$ cat src/rtl/md5_pkg.sv
// ----------------------------------------------------------------------------
// MD5 package
// Round constants, rotate amounts, message schedule index and shared types.
// ----------------------------------------------------------------------------
package md5_pkg;

   localparam logic [31:0] INIT_A = 32'h67452301;
   localparam logic [31:0] INIT_B = 32'hefcdab89;
   localparam logic [31:0] INIT_C = 32'h98badcfe;
   localparam logic [31:0] INIT_D = 32'h10325476;

   // datapath commands from the controller
   typedef struct packed {
      logic       wr_byte;     // write req byte at fill position
      logic       pad_write;   // write pad byte at pad_addr
      logic [5:0] pad_addr;
      logic [7:0] pad_data;
      logic       rd_en;       // read word for round
      logic [3:0] rd_word;
      logic       round_en;    // run one round
      logic [5:0] round_idx;
      logic       load_work;   // copy chain into working regs
      logic       fold;        // add working regs into chain
      logic       chain_init;  // restore initial chain
   } cmd_type;

   function automatic logic [31:0] round_const(input logic [5:0] i);
      logic [31:0] k [64];
      k = '{
         32'hd76aa478, 32'he8c7b756, 32'h242070db, 32'hc1bdceee, 32'hf57c0faf, 32'h4787c62a,
         32'ha8304613, 32'hfd469501, 32'h698098d8, 32'h8b44f7af, 32'hffff5bb1, 32'h895cd7be,
         32'h6b901122, 32'hfd987193, 32'ha679438e, 32'h49b40821, 32'hf61e2562, 32'hc040b340,
         32'h265e5a51, 32'he9b6c7aa, 32'hd62f105d, 32'h02441453, 32'hd8a1e681, 32'he7d3fbc8,
         32'h21e1cde6, 32'hc33707d6, 32'hf4d50d87, 32'h455a14ed, 32'ha9e3e905, 32'hfcefa3f8,
         32'h676f02d9, 32'h8d2a4c8a, 32'hfffa3942, 32'h8771f681, 32'h6d9d6122, 32'hfde5380c,
         32'ha4beea44, 32'h4bdecfa9, 32'hf6bb4b60, 32'hbebfbc70, 32'h289b7ec6, 32'heaa127fa,
         32'hd4ef3085, 32'h04881d05, 32'hd9d4d039, 32'he6db99e5, 32'h1fa27cf8, 32'hc4ac5665,
         32'hf4292244, 32'h432aff97, 32'hab9423a7, 32'hfc93a039, 32'h655b59c3, 32'h8f0ccc92,
         32'hffeff47d, 32'h85845dd1, 32'h6fa87e4f, 32'hfe2ce6e0, 32'ha3014314, 32'h4e0811a1,
         32'hf7537e82, 32'hbd3af235, 32'h2ad7d2bb, 32'heb86d391};
      return k[i];
   endfunction

   function automatic logic [4:0] rot_amount(input logic [5:0] i);
      logic [4:0] r [16];
      r = '{5'd7, 5'd12, 5'd17, 5'd22, 5'd5, 5'd9, 5'd14, 5'd20,
            5'd4, 5'd11, 5'd16, 5'd23, 5'd6, 5'd10, 5'd15, 5'd21};
      return r[{i[5:4], i[1:0]}];
   endfunction

   // message word used by round i (mod 16 is the low four bits)
   function automatic logic [3:0] msg_index(input logic [5:0] i);
      logic [3:0] g;
      unique case (i[5:4])
         2'd0: g = i[3:0];
         2'd1: g = 4'(5 * i[3:0] + 1);
         2'd2: g = 4'(3 * i[3:0] + 5);
         2'd3: g = 4'(7 * i[3:0]);
         default: g = i[3:0];
      endcase
      return g;
   endfunction

endpackage

$ cat src/rtl/md5_ram.sv
// ----------------------------------------------------------------------------
// MD5 generic RAM
// Single write port, single registered read port.
// ----------------------------------------------------------------------------
module md5_ram #(
   parameter int Width = 8,
   parameter int Depth = 64
) (
   input  logic                     clock,
   input  logic                     wr_en,
   input  logic [$clog2(Depth)-1:0] wr_addr,
   input  logic [Width-1:0]         wr_data,
   input  logic                     rd_en,
   input  logic [$clog2(Depth)-1:0] rd_addr,
   output logic [Width-1:0]         rd_data
);
   logic [Width-1:0] mem [Depth];
   logic [Width-1:0] rd_data_ff;

   always_ff @(posedge clock) begin
      if (wr_en) mem[wr_addr] <= wr_data;
      if (rd_en) rd_data_ff <= mem[rd_addr];
   end
   assign rd_data = rd_data_ff;
endmodule

$ cat src/rtl/md5_datapath.sv
// ----------------------------------------------------------------------------
// MD5 datapath
// Block buffer (four byte lanes), working registers, one round per cycle.
// ----------------------------------------------------------------------------
module md5_datapath (
   input  logic           clock,
   input  md5_pkg::cmd_type cmd,
   input  logic [5:0]     fill,
   input  logic [7:0]     data_byte,
   output logic [31:0]    chain_a,
   output logic [31:0]    chain_b,
   output logic [31:0]    chain_c,
   output logic [31:0]    chain_d
);
   import md5_pkg::*;

   logic [31:0] a_ff, b_ff, c_ff, d_ff;
   logic [31:0] h0_ff, h1_ff, h2_ff, h3_ff;
   logic [31:0] word;
   logic [31:0] f, sum;
   logic [4:0]  rot;
   logic [5:0]  waddr;
   logic [7:0]  wdata;
   logic        wen;
   logic [63:0] sum64;

   assign wen   = cmd.wr_byte | cmd.pad_write;
   assign waddr = cmd.pad_write ? cmd.pad_addr : fill;
   assign wdata = cmd.pad_write ? cmd.pad_data : data_byte;

   // one RAM per byte lane, so a whole little-endian word is read in a single access
   for (genvar ln = 0; ln < 4; ln++) begin : g_lane
      md5_ram #(.Width(8), .Depth(16)) u_lane (
         .clock   (clock),
         .wr_en   (wen && (waddr[1:0] == 2'(ln))),
         .wr_addr (waddr[5:2]),
         .wr_data (wdata),
         .rd_en   (cmd.rd_en),
         .rd_addr (cmd.rd_word),
         .rd_data (word[8*ln +: 8])
      );
   end

   always_comb begin
      unique case (cmd.round_idx[5:4])
         2'd0: f = (b_ff & c_ff) | (~b_ff & d_ff);
         2'd1: f = (d_ff & b_ff) | (~d_ff & c_ff);
         2'd2: f = b_ff ^ c_ff ^ d_ff;
         2'd3: f = c_ff ^ (b_ff | ~d_ff);
         default: f = '0;
      endcase
      rot   = rot_amount(cmd.round_idx);
      sum   = a_ff + f + round_const(cmd.round_idx) + word;
      sum64 = {sum, sum} << rot;
   end

   always_ff @(posedge clock) begin
      if (cmd.load_work) begin
         a_ff <= h0_ff; b_ff <= h1_ff; c_ff <= h2_ff; d_ff <= h3_ff;
      end else if (cmd.round_en) begin
         a_ff <= d_ff;
         d_ff <= c_ff;
         c_ff <= b_ff;
         b_ff <= b_ff + sum64[63:32];
      end
      if (cmd.chain_init) begin
         h0_ff <= INIT_A; h1_ff <= INIT_B; h2_ff <= INIT_C; h3_ff <= INIT_D;
      end else if (cmd.fold) begin
         h0_ff <= h0_ff + a_ff; h1_ff <= h1_ff + b_ff;
         h2_ff <= h2_ff + c_ff; h3_ff <= h3_ff + d_ff;
      end
   end

   assign chain_a = h0_ff;
   assign chain_b = h1_ff;
   assign chain_c = h2_ff;
   assign chain_d = h3_ff;
endmodule

$ cat src/rtl/md5_control.sv
// ----------------------------------------------------------------------------
// MD5 controller
// Byte intake, padding sequence, round sequencing and digest output.
// ----------------------------------------------------------------------------
module md5_control (
   input  logic             clock,
   input  logic             reset,
   input  logic             req_valid,
   output logic             req_ready,
   input  logic             has_byte,
   input  logic             end_of_message,
   output md5_pkg::cmd_type cmd,
   output logic [5:0]       fill,
   output logic             out_valid,
   input  logic             out_ready,
   output logic [1:0]       out_index
);
   import md5_pkg::*;

   localparam logic [2:0] S_IDLE  = 3'd0;
   localparam logic [2:0] S_PAD   = 3'd1;  // write padding bytes
   localparam logic [2:0] S_LOAD  = 3'd2;
   localparam logic [2:0] S_ROUND = 3'd3;
   localparam logic [2:0] S_FOLD  = 3'd4;
   localparam logic [2:0] S_OUT   = 3'd5;

   logic [2:0]  state_ff, state_in;
   logic [5:0]  fill_ff, fill_in;
   logic [63:0] len_ff, len_in;
   logic [5:0]  idx_ff, idx_in;        // pad address or round number
   logic        fin_ff, fin_in;        // closing message
   logic        two_ff, two_in;        // second pad block pending
   logic [1:0]  oidx_ff, oidx_in;
   logic        pad_done_ff;           // padding block already run for this message
   logic        accept;
   logic [63:0] bits;
   logic [5:0]  lpos;

   assign req_ready = (state_ff == S_IDLE);
   assign accept    = req_valid & req_ready;
   assign fill      = fill_ff;
   assign out_valid = (state_ff == S_OUT);
   assign out_index = oidx_ff;
   assign bits      = {len_ff[60:0], 3'b000};
   assign lpos      = idx_ff - 6'd56;

   always_comb begin
      state_in = state_ff; fill_in = fill_ff; len_in = len_ff;
      idx_in = idx_ff; fin_in = fin_ff; two_in = two_ff; oidx_in = oidx_ff;
      cmd = '0;
      cmd.round_idx = idx_ff;
      cmd.rd_word   = msg_index(idx_ff);
      unique case (state_ff)
         S_IDLE: begin
            if (accept) begin
               cmd.wr_byte = has_byte;
               if (has_byte) begin
                  fill_in = fill_ff + 6'd1;
                  len_in  = len_ff + 64'd1;
               end
               fin_in = end_of_message;
               if (has_byte && fill_ff == 6'd63) begin
                  state_in = S_LOAD;
               end else if (end_of_message) begin
                  state_in = S_PAD;
                  idx_in   = has_byte ? fill_ff + 6'd1 : fill_ff;
               end
            end
         end
         S_PAD: begin
            // one byte per cycle from idx to 63
            cmd.pad_write = 1'b1;
            cmd.pad_addr  = idx_ff;
            if (idx_ff == fill_ff && !two_ff && !(fill_ff == 6'd0 && fin_ff == 1'b0))
               cmd.pad_data = 8'h80;
            else if (idx_ff >= 6'd56 && !(fill_ff >= 6'd56 && !two_ff))
               cmd.pad_data = bits[8*lpos[2:0] +: 8];
            else
               cmd.pad_data = 8'h00;
            idx_in = idx_ff + 6'd1;
            if (idx_ff == 6'd63) begin
               state_in = S_LOAD;
               two_in   = (fill_ff >= 6'd56) && !two_ff;
            end
         end
         S_LOAD: begin
            cmd.load_work = 1'b1;
            cmd.rd_en     = 1'b1;
            cmd.rd_word   = msg_index(6'd0);
            idx_in        = 6'd0;
            state_in      = S_ROUND;
         end
         S_ROUND: begin
            cmd.round_en = 1'b1;
            cmd.rd_en    = 1'b1;
            cmd.rd_word  = msg_index(idx_ff + 6'd1);
            idx_in       = idx_ff + 6'd1;
            if (idx_ff == 6'd63) state_in = S_FOLD;
         end
         S_FOLD: begin
            cmd.fold = 1'b1;
            if (!fin_ff) begin
               fill_in  = 6'd0;
               state_in = S_IDLE;
            end else if (two_ff || !pad_done_ff) begin
               // second pad block, or 64th byte with end: pad a fresh block
               idx_in   = 6'd0;
               state_in = S_PAD;
            end else begin
               oidx_in  = 2'd0;
               state_in = S_OUT;
            end
         end
         S_OUT: begin
            if (out_ready) begin
               oidx_in = oidx_ff + 2'd1;
               if (oidx_ff == 2'd3) begin
                  cmd.chain_init = 1'b1;
                  fill_in = 6'd0; len_in = '0; fin_in = 1'b0; two_in = 1'b0;
                  state_in = S_IDLE;
               end
            end
         end
         default: state_in = S_IDLE;
      endcase
      if (reset) cmd.chain_init = 1'b1;
   end

   always_ff @(posedge clock) begin
      if (reset) begin
         state_ff <= S_IDLE; fill_ff <= '0; len_ff <= '0; idx_ff <= '0;
         fin_ff <= 1'b0; two_ff <= 1'b0; oidx_ff <= '0;
      end else begin
         state_ff <= state_in; fill_ff <= fill_in; len_ff <= len_in; idx_ff <= idx_in;
         fin_ff <= fin_in; two_ff <= two_in; oidx_ff <= oidx_in;
      end
   end

   always_ff @(posedge clock) begin
      if (reset) pad_done_ff <= 1'b0;
      else if (state_ff == S_PAD) pad_done_ff <= 1'b1;
      else if (state_ff == S_IDLE) pad_done_ff <= 1'b0;
   end
endmodule

$ cat src/rtl/md5_message_digest.sv
// ----------------------------------------------------------------------------
// MD5 message digest
// Byte-serial MD5: buffers bytes into 64-byte blocks and compresses them.
// ----------------------------------------------------------------------------
// Flow: a byte item is written to the block buffer as it is accepted; the 64th byte
//   of a block starts compression (load, the rounds at one per cycle, fold).
// End of message: padding writes one byte per cycle, then a compression (load,
//   rounds, fold), once or twice, then four digest items, one per accepted cycle.
// Reset clears the controller and reloads the initial chaining values.
// ----------------------------------------------------------------------------
module md5_message_digest (
   input  logic        clock,
   input  logic        reset,
   input  logic        req_valid,
   output logic        req_ready,
   input  logic [7:0]  req_data_byte,
   input  logic        req_has_byte,
   input  logic        req_end_of_message,
   output logic        rsp_valid,
   input  logic        rsp_ready,
   output logic [31:0] rsp_digest_word,
   output logic [1:0]  rsp_word_index,
   output logic        rsp_last_word
);
   import md5_pkg::*;

   cmd_type     cmd;
   logic [5:0]  fill;
   logic [31:0] ca, cb, cc, cd;
   logic [1:0]  oidx;

   md5_control u_ctrl (
      .clock, .reset, .req_valid, .req_ready,
      .has_byte       (req_has_byte),
      .end_of_message (req_end_of_message),
      .cmd, .fill,
      .out_valid (rsp_valid),
      .out_ready (rsp_ready),
      .out_index (oidx)
   );

   md5_datapath u_dp (
      .clock, .cmd, .fill,
      .data_byte (req_data_byte),
      .chain_a (ca), .chain_b (cb), .chain_c (cc), .chain_d (cd)
   );

   // digest word select
   always_comb begin
      unique case (oidx)
         2'd0: rsp_digest_word = ca;
         2'd1: rsp_digest_word = cb;
         2'd2: rsp_digest_word = cc;
         2'd3: rsp_digest_word = cd;
         default: rsp_digest_word = ca;
      endcase
   end
   assign rsp_word_index = oidx;
   assign rsp_last_word  = (oidx == 2'd3);

   // no intake while the digest goes out
   a_excl: assert property (@(posedge clock) disable iff (reset)
      !(req_ready && rsp_valid)) else $error("intake during output");
   // digest words go out in order
   a_order: assert property (@(posedge clock) disable iff (reset)
      rsp_valid && rsp_ready && !rsp_last_word |=> rsp_valid &&
      rsp_word_index == $past(rsp_word_index) + 2'd1) else $error("word order");
   // last word ends the output phase
   a_last: assert property (@(posedge clock) disable iff (reset)
      rsp_valid && rsp_ready && rsp_last_word |=> !rsp_valid) else $error("extra word");
endmodule

$ cat config.mk
export PLATFORM = sky130hd
export DESIGN_NAME = md5_message_digest
export DESIGN_NICKNAME = d
export VERILOG_FILES = /design/src/rtl/md5_pkg.sv /design/src/rtl/md5_ram.sv /design/src/rtl/md5_datapath.sv /design/src/rtl/md5_control.sv /design/src/rtl/md5_message_digest.sv
export SDC_FILE = /design/constraint.sdc
export NUM_CORES = 2
export LEC_CHECK = 0
export BUFFER_PORTS_ARGS = -buffer_cell sky130_fd_sc_hd__buf_2
export CORE_ASPECT_RATIO = 1.25
export CORE_MARGIN = 2
export CORE_UTILIZATION = 35
export DETAILED_ROUTE_END_ITERATION = 6
export GPL_TIMING_DRIVEN = 0
export PLACE_DENSITY_LB_ADDON = 0.2
export SKIP_CTS_REPAIR_TIMING = 1
export SYNTH_ARGS = -nofsm -noshare
export SYNTH_HDL_FRONTEND = slang
export SYNTH_SLANG_ARGS = --single-unit
export TNS_END_PERCENT = 30
$ cat constraint.sdc
create_clock -name clock -period 10.95 [get_ports clock]
set_clock_uncertainty 0.2 [all_clocks]
set_input_delay 0.5475 -clock clock [delete_from_list [all_inputs] [get_ports clock]]
set_output_delay 0.5475 -clock clock [all_outputs]
set_load 0.1 [all_outputs]
Yosys cells after proc, flatten, opt, wreduce, memory -nomap -nowiden
Memory sizes are Yosys's and may differ from the RTL's. A register that Yosys moved wholly into a read port is not among the register bits.
Cells that the tools add are included.
- output and inout bits: 37
- input bits: 14
- bits in read-only memories: 2128
- register bits after elaboration: 340
- memories kept: 6
- memory bits (writable): 512
- word-level logic and storage cells: 215
- $add $sub $neg: 17
- multipliers: 6
- reduce and logical (&&, ||, !) cells: 36
- shift operators: 2
- bitwise gates (word level): 17
- muxes and demuxes: 78
- equal/unequal tests: 33
- order comparisons: 4
- memory list (memory ; words ; width ; read ports ; clocked after memory_dff ; wr ports ; line ; source):
    (name not given) ; 64 ; 32 ; 1 ; 0 ; 0 ; md5_pkg.sv:41 ; return k[i];
    u_dp.g_lane[0].u_lane.mem ; 16 ; 8 ; 1 ; 1 ; 1 ; md5_ram.sv:17 ; logic [Width-1:0] mem [Depth];
    u_dp.g_lane[1].u_lane.mem ; 16 ; 8 ; 1 ; 1 ; 1 ; md5_ram.sv:17 ;
    u_dp.g_lane[2].u_lane.mem ; 16 ; 8 ; 1 ; 1 ; 1 ; md5_ram.sv:17 ;
    u_dp.g_lane[3].u_lane.mem ; 16 ; 8 ; 1 ; 1 ; 1 ; md5_ram.sv:17 ;
    (name not given) ; 16 ; 5 ; 1 ; 0 ; 0 ; md5_pkg.sv:48 ; return r[{i[5:4], i[1:0]}];
- operators with widths (operator ; number):
    two-way mux 32 bit ; 10
    adder 32 bit ; 8
    two-way mux 64 bit ; 4
    case mux 32 bit (4 select lines) ; 2
    bitwise AND 32 bit ; 4
    case mux 64 bit (2 select lines) ; 1
    OR 32 bit ; 3
    XOR 32 bit ; 3
    two-way mux 6 bit ; 11
    adder 64 x 1 -> 64 bit (second input constant) ; 1
    NOT 32 bit ; 2
    indexed part select 64 x 7 -> 8 bit ; 1
    << shifter 64 x 5 -> 64 bit ; 1
    case mux 4 bit (4 select lines) ; 2
    two-way mux 3 bit ; 9
    two-way mux 8 bit ; 3
    case mux 6 bit (4 select lines) ; 1
    two-way mux 1 bit ; 23
    case mux 3 bit (6 select lines) ; 1
    case mux 6 bit (3 select lines) ; 1
    equality test 2 bit (second input constant) ; 8
    multiplier 3 x 4 -> 4 bit (first input constant) ; 4
    two-way mux 15 bit ; 1
    adder 6 x 1 -> 6 bit (second input constant) ; 2
    40 further kinds ; 87

Longest topological paths before layout
- word-level depth: 12
- depth in mapped cells: 43
- gate-level depth less buffers: 40

By module
A second synthesis with hierarchy kept.
- cell total of the unflattened synthesis: 5091
- area, all modules: 55017.8 um2
- by module, submodules not included (module ; area each (um2) ; sequential area each (um2) ; cells an instance ; instances):
    md5_datapath ; 27834.2 ; 6406.1 ; 3455 ; 1
    md5_ram ; 5227.5 ; 4083.9 ; 229 ; 4
    md5_control ; 5445.2 ; 1621.6 ; 679 ; 1
    md5_message_digest ; 828.3 ; 0.0 ; 41 ; 1

Worst setup path after synthesis
Ideal clock, no wire load.
- path type: register to register
- from: reg u_ctrl.idx_ff[1]
- to: reg u_dp.b_ff[31], data pin
- setup time: 260 ps
- data required time: 10490 ps
- buffers on the path: 3
- clock period less this slack: 9635 ps
- arrival: 9175 ps
- stages on the path, launching flop included: 41
- setup slack: 1315 ps
- path through: dfxtp_1 -> clkbuf_1 -> inv_1 -> clkbuf_1 -> ha_1 -> clkbuf_1 -> nor2_1 -> nor3_1 -> a31oi_1 -> o22ai_1 -> a221oi_1 -> fa_1 -> inv_1 -> fa_1 -> inv_1 -> ha_1 -> fa_1 -> a21oi_1 -> [5 not listed] -> o2111ai_1 -> a21boi_1 -> mux2_2 -> a21o_1 -> mux2_2 -> ha_1 -> or3_1 -> nand4_1 -> o2111ai_1 -> a2bb2oi_1 -> o221a_2 -> a21oi_1 -> nand2b_1 -> nand2_1 -> a21o_1 -> a21oi_1 -> xnor3_1 -> mux2_2
- cells in the longest elaborated chain, start to end: 10
- elaborated cells between the ends (all ways): 14
- ends and longest elaborated chain (item ; line ; source):
    start: declaration ; md5_control.sv:30 ; logic [5:0] idx_ff, idx_in;
    start signal: assignment ; md5_control.sv:134 ; state_ff <= state_in; fill_ff <= fill_in; len_ff <= len_in; idx_ff <= idx_in;
    NOT 6 -> 7 bit (implied by the code) ; md5_pkg.sv:41 ;
    memory (64 x 32 bit) ; - ;
    two-way mux 32 bit (implied by the code) (2 in series) ; md5_pkg.sv:41 ;
    adder 32 bit (2 in series) ; md5_datapath.sv:53 ; sum = a_ff + f + round_const(cmd.round_idx) + word;
    << shifter 64 x 5 -> 64 bit * ; md5_datapath.sv:54 ; sum64 = {sum, sum} << rot;
    adder 32 bit * ; md5_datapath.sv:64 ; b_ff <= b_ff + sum64[63:32];
    two-way mux 32 bit * ; md5_datapath.sv:60 ; end else if (cmd.round_en) begin
    two-way mux 32 bit * ; md5_datapath.sv:58 ; if (cmd.load_work) begin
    end signal: assignment ; md5_datapath.sv:64 ;
    end: declaration ; md5_datapath.sv:17 ; logic [31:0] a_ff, b_ff, c_ff, d_ff;
Every way passes the cells marked *; elsewhere a longest branch is shown, timed or not. The select of a mux whose other input is x is not followed.
A chain may end at the register's enable or synchronous reset.

Worst setup path in the final report
- from: reg u_ctrl.idx_ff[4]
- to: reg u_dp.b_ff[31], data pin
- cells in the longest elaborated chain, start to end: 10
- elaborated cells between the ends (all ways): 20
- ends and longest elaborated chain (item ; line):
    parallel branches: the longest is 6 deep, another holds adder 32 bit ; -
    << shifter 64 x 5 -> 64 bit * ; md5_datapath.sv:54
    adder 32 bit * ; md5_datapath.sv:64
    two-way mux 32 bit * ; md5_datapath.sv:60
    two-way mux 32 bit * ; md5_datapath.sv:58
Mark *: on every way between the ends. The select of a mux whose other input is x is not followed.

==> flow_summary_export.csv <==
group,metric,value,unit
min_path,hp-class,"in -> reg",
cells_and_area,postLayoutCoreUtil,0.398,
logic_synthesis,syn_nets,5411,
logic_synthesis,ys_warn_count,0,
global_route,grt_pass1_wl,306000,um
routing,ant_nets,0,
floorplan,start_util,0.352,
floorplan,die_w,356,um
min_path,hold_path_depth,3,
run_status,status,"complete, but fails checks",
logic_synthesis,syn-cell-area,54200,sq um
cells_and_area,layout.cells.most_common,"edfxtp_1",
worst_setup_path,critical_path_class,"reg -> reg",
routing,vias,42900,
clock_tree,path_clk_slew,60,ps
routing,totalWireLength,216000,um
worst_setup_path,cp.arrival,11050,ps
sta,tightest_slew,1510,ps
clock_tree,cts_made_buffers,96,
cells_and_area,num-fill-cells,15100,
sta,final.period_utilization,0.984,
routing,drcViolationCount,0,
cells_and_area,syn_to_final_growth,13.1,%
worst_setup_path,cp-start-kind,"flip-flop",
routing,first_iter_violations,3947,
floorplan,die_h,444,um
sta,hold_ws,19.9,ps
sta,layout_min_cycle_time,10770,ps
global_route,antenna_found_initial,2,
global_route,grt_use_total,0.269,
routing,drtPass1Iterations,6,
sta,slew_viol_final,12,
logic_synthesis,ys_seq_elements,881,
worst_setup_path,reg2regPathDepth,40,
sta,rsz0062_at_grt,"true",
worst_setup_path,critPathMaxStageDelay,550,ps
cells_and_area,layout-drive-gt1-share,0.131,
floorplan,num_io_pins,51,
clock_tree,worstSkewPairLatency,750,ps
logic_synthesis,ys_seq_area_frac,0.450,
sta,setup_ws,177,ps
cells_and_area,layout_common_cells,"edfxtp_1, nand2_1, nor2_1",
global_route,gr-total-overflow,0,
job,maxCapViolCount,3,
worst_setup_path,critPathCaptureType,"flip-flop",
floorplan,dieArea,158000,sq um
global_route,grt_pass1_vias,42400,
clock_tree,clockBufferDepth,3,
run_status,violations,"capacitance limit, slew limit",
global_route,grt_max_degree,109,
placement,gp_congestion,1.04,
logic_synthesis,syn_inst,5100,
clock_tree,cts-root-buf,"clkbuf_16",
logic_synthesis,ys_types,102,
logic_synthesis,synth_edf_count,672,
sta,hold_viol,0,
cells_and_area,regArea,24400,sq um
placement,pre_cts_slack,-4010,ps
placement,dp_hpwl,167000,um
placement,portBuffers,48,
logic_synthesis,synthFlopType,"edfxtp_1",
logic_synthesis,synth-async-reset-ratio,0,
floorplan,coreArea,154000,sq um
logic_synthesis,syn_avg_cell_area,10.6,sq um
cells_and_area,nNetsFinal,5590,
worst_setup_path,crit_path_max_fanout,10,
sta,finalSetupViolations,0,
sta,max_freq,92.8,MHz
cells_and_area,multiInputGateArea,27900,sq um
routing,via_per_inst,5.80,
clock_tree,cts_max_level,3,
routing,wl_per_cell,29.2,um
worst_setup_path,slowest_stage,"o32ai_1",
floorplan,rows,161,
sta,max-slew-margin-rel,-0.00595,
clock_tree,cts_sinks,881,
worst_setup_path,required,11230,ps
clock_tree,cts_tree,"built",
[stage by stage]
stage / area [sq um] / instances / setup TNS (ps)
after floorplan: 54200 / 5100 / 0
after global placement: 56900 / 7185 / -688180
after detailed placement: 57500 / 7207 / -89350
after CTS: 60600 / 7381 / -90840
after global routing: 61200 / 7393 / -46.5
final: 61200 / 7393 / 0
[path summary, 6_finish.rpt]
kind                                    startpoint            endpoint  slack [ps]
worst max-delay path              u_ctrl.idx_ff[4]       u_dp.b_ff[31]         180
worst min-delay path                     req_valid      u_ctrl.fill[1]          20
worst max register to register    u_ctrl.idx_ff[4]       u_dp.b_ff[31]         180
worst min register to register  u_ctrl.pad_done_ff  u_ctrl.pad_done_ff         280
[routing by layer]
layer  share of wire  global-route usage  vias up
li1                -                   -    19400
met5               0                   0        -
met2            0.49               0.466     1502
met1            0.39               0.320    21400
met4           0.070               0.160        0
met3           0.049              0.0309      504
[synth_stat cells, drive strengths merged (29+ instances only)]
master,instances,share of area
a211oi,99,0.014
a21o,88,0.012
a21oi,384,0.035
a222oi,32,0.0059
a31oi,105,0.012
and3,35,0.0040
buf,105,0.0091
clkbuf,189,0.013
dfxtp,209,0.077
edfxtp,672,0.37
fa,70,0.026
ha,227,0.052
inv,280,0.019
maj3,29,0.0054
mux2,96,0.020
mux2i,154,0.029
mux4,148,0.062
nand2,447,0.031
nand2b,44,0.0054
nand3,139,0.013
nand4,40,0.0046
nor2,383,0.027
nor2b,64,0.0074
nor3,72,0.0068
o211ai,68,0.0096
o21a,35,0.0049
o21ai,266,0.025
o221a,30,0.0062
or3,36,0.0043
xnor2,133,0.022
xor2,137,0.022
[sequential cells by signal, summed over array words and instances (netlist names), 2 cells and up]
register	cells
u_dp.chain_a	32
u_dp.g_lane.u_lane.rd_data	32
u_dp.chain_d	32
u_dp.chain_b	32
u_dp.g_lane.u_lane.mem	512
u_ctrl.idx_ff	6
u_dp.b_ff	32
u_dp.c_ff	32
u_dp.d_ff	32
u_ctrl.len_ff	61
u_dp.a_ff	32
u_ctrl.state_ff	3
u_ctrl.out_index	2
u_ctrl.fill	6
u_dp.chain_c	32
[logic make-up after synthesis]
group / Yosys count / share of synthesized area
AO/OA/AOI/OAI: 1309 / 0.156
XOR/XNOR: 271 / 0.0442
adder cells (fa/ha/maj): 326 / 0.0837
buffers and inverters: 575 / 0.0418
flip-flops: 881 / 0.450
multiplexers: 398 / 0.110
AND/OR/NAND/NOR: 1340 / 0.114
[worst max-delay path, delay by kind of cell (launching register included)]
family                   cells  cell delay, ps
adder cells (fa/ha/maj)      4            1470
multiplexers                 5            1400
XOR/XNOR                     2             580
AND/OR/NAND/NOR              5             550
AO/OA/AOI/OAI               15            3690
buffers and inverters        9            2090
flip-flops                   1             430
[layout make-up]
type | count | share of cell area
tap | 2037 | 0.0416
clock inverter | 50 | 0.0106
antenna | 1 | 0.0000409
buffer | 293 | 0.0225
clock buffer | 124 | 0.0413
multi-input combinational | 3644 | 0.456
sequential | 881 | 0.398
inverter | 281 | 0.0175
timing repair buffer | 82 | 0.0120
Power is left out: the tool's default activity adds up to more than one toggle a clock period on the data nets, which glitch-free logic cannot reach.
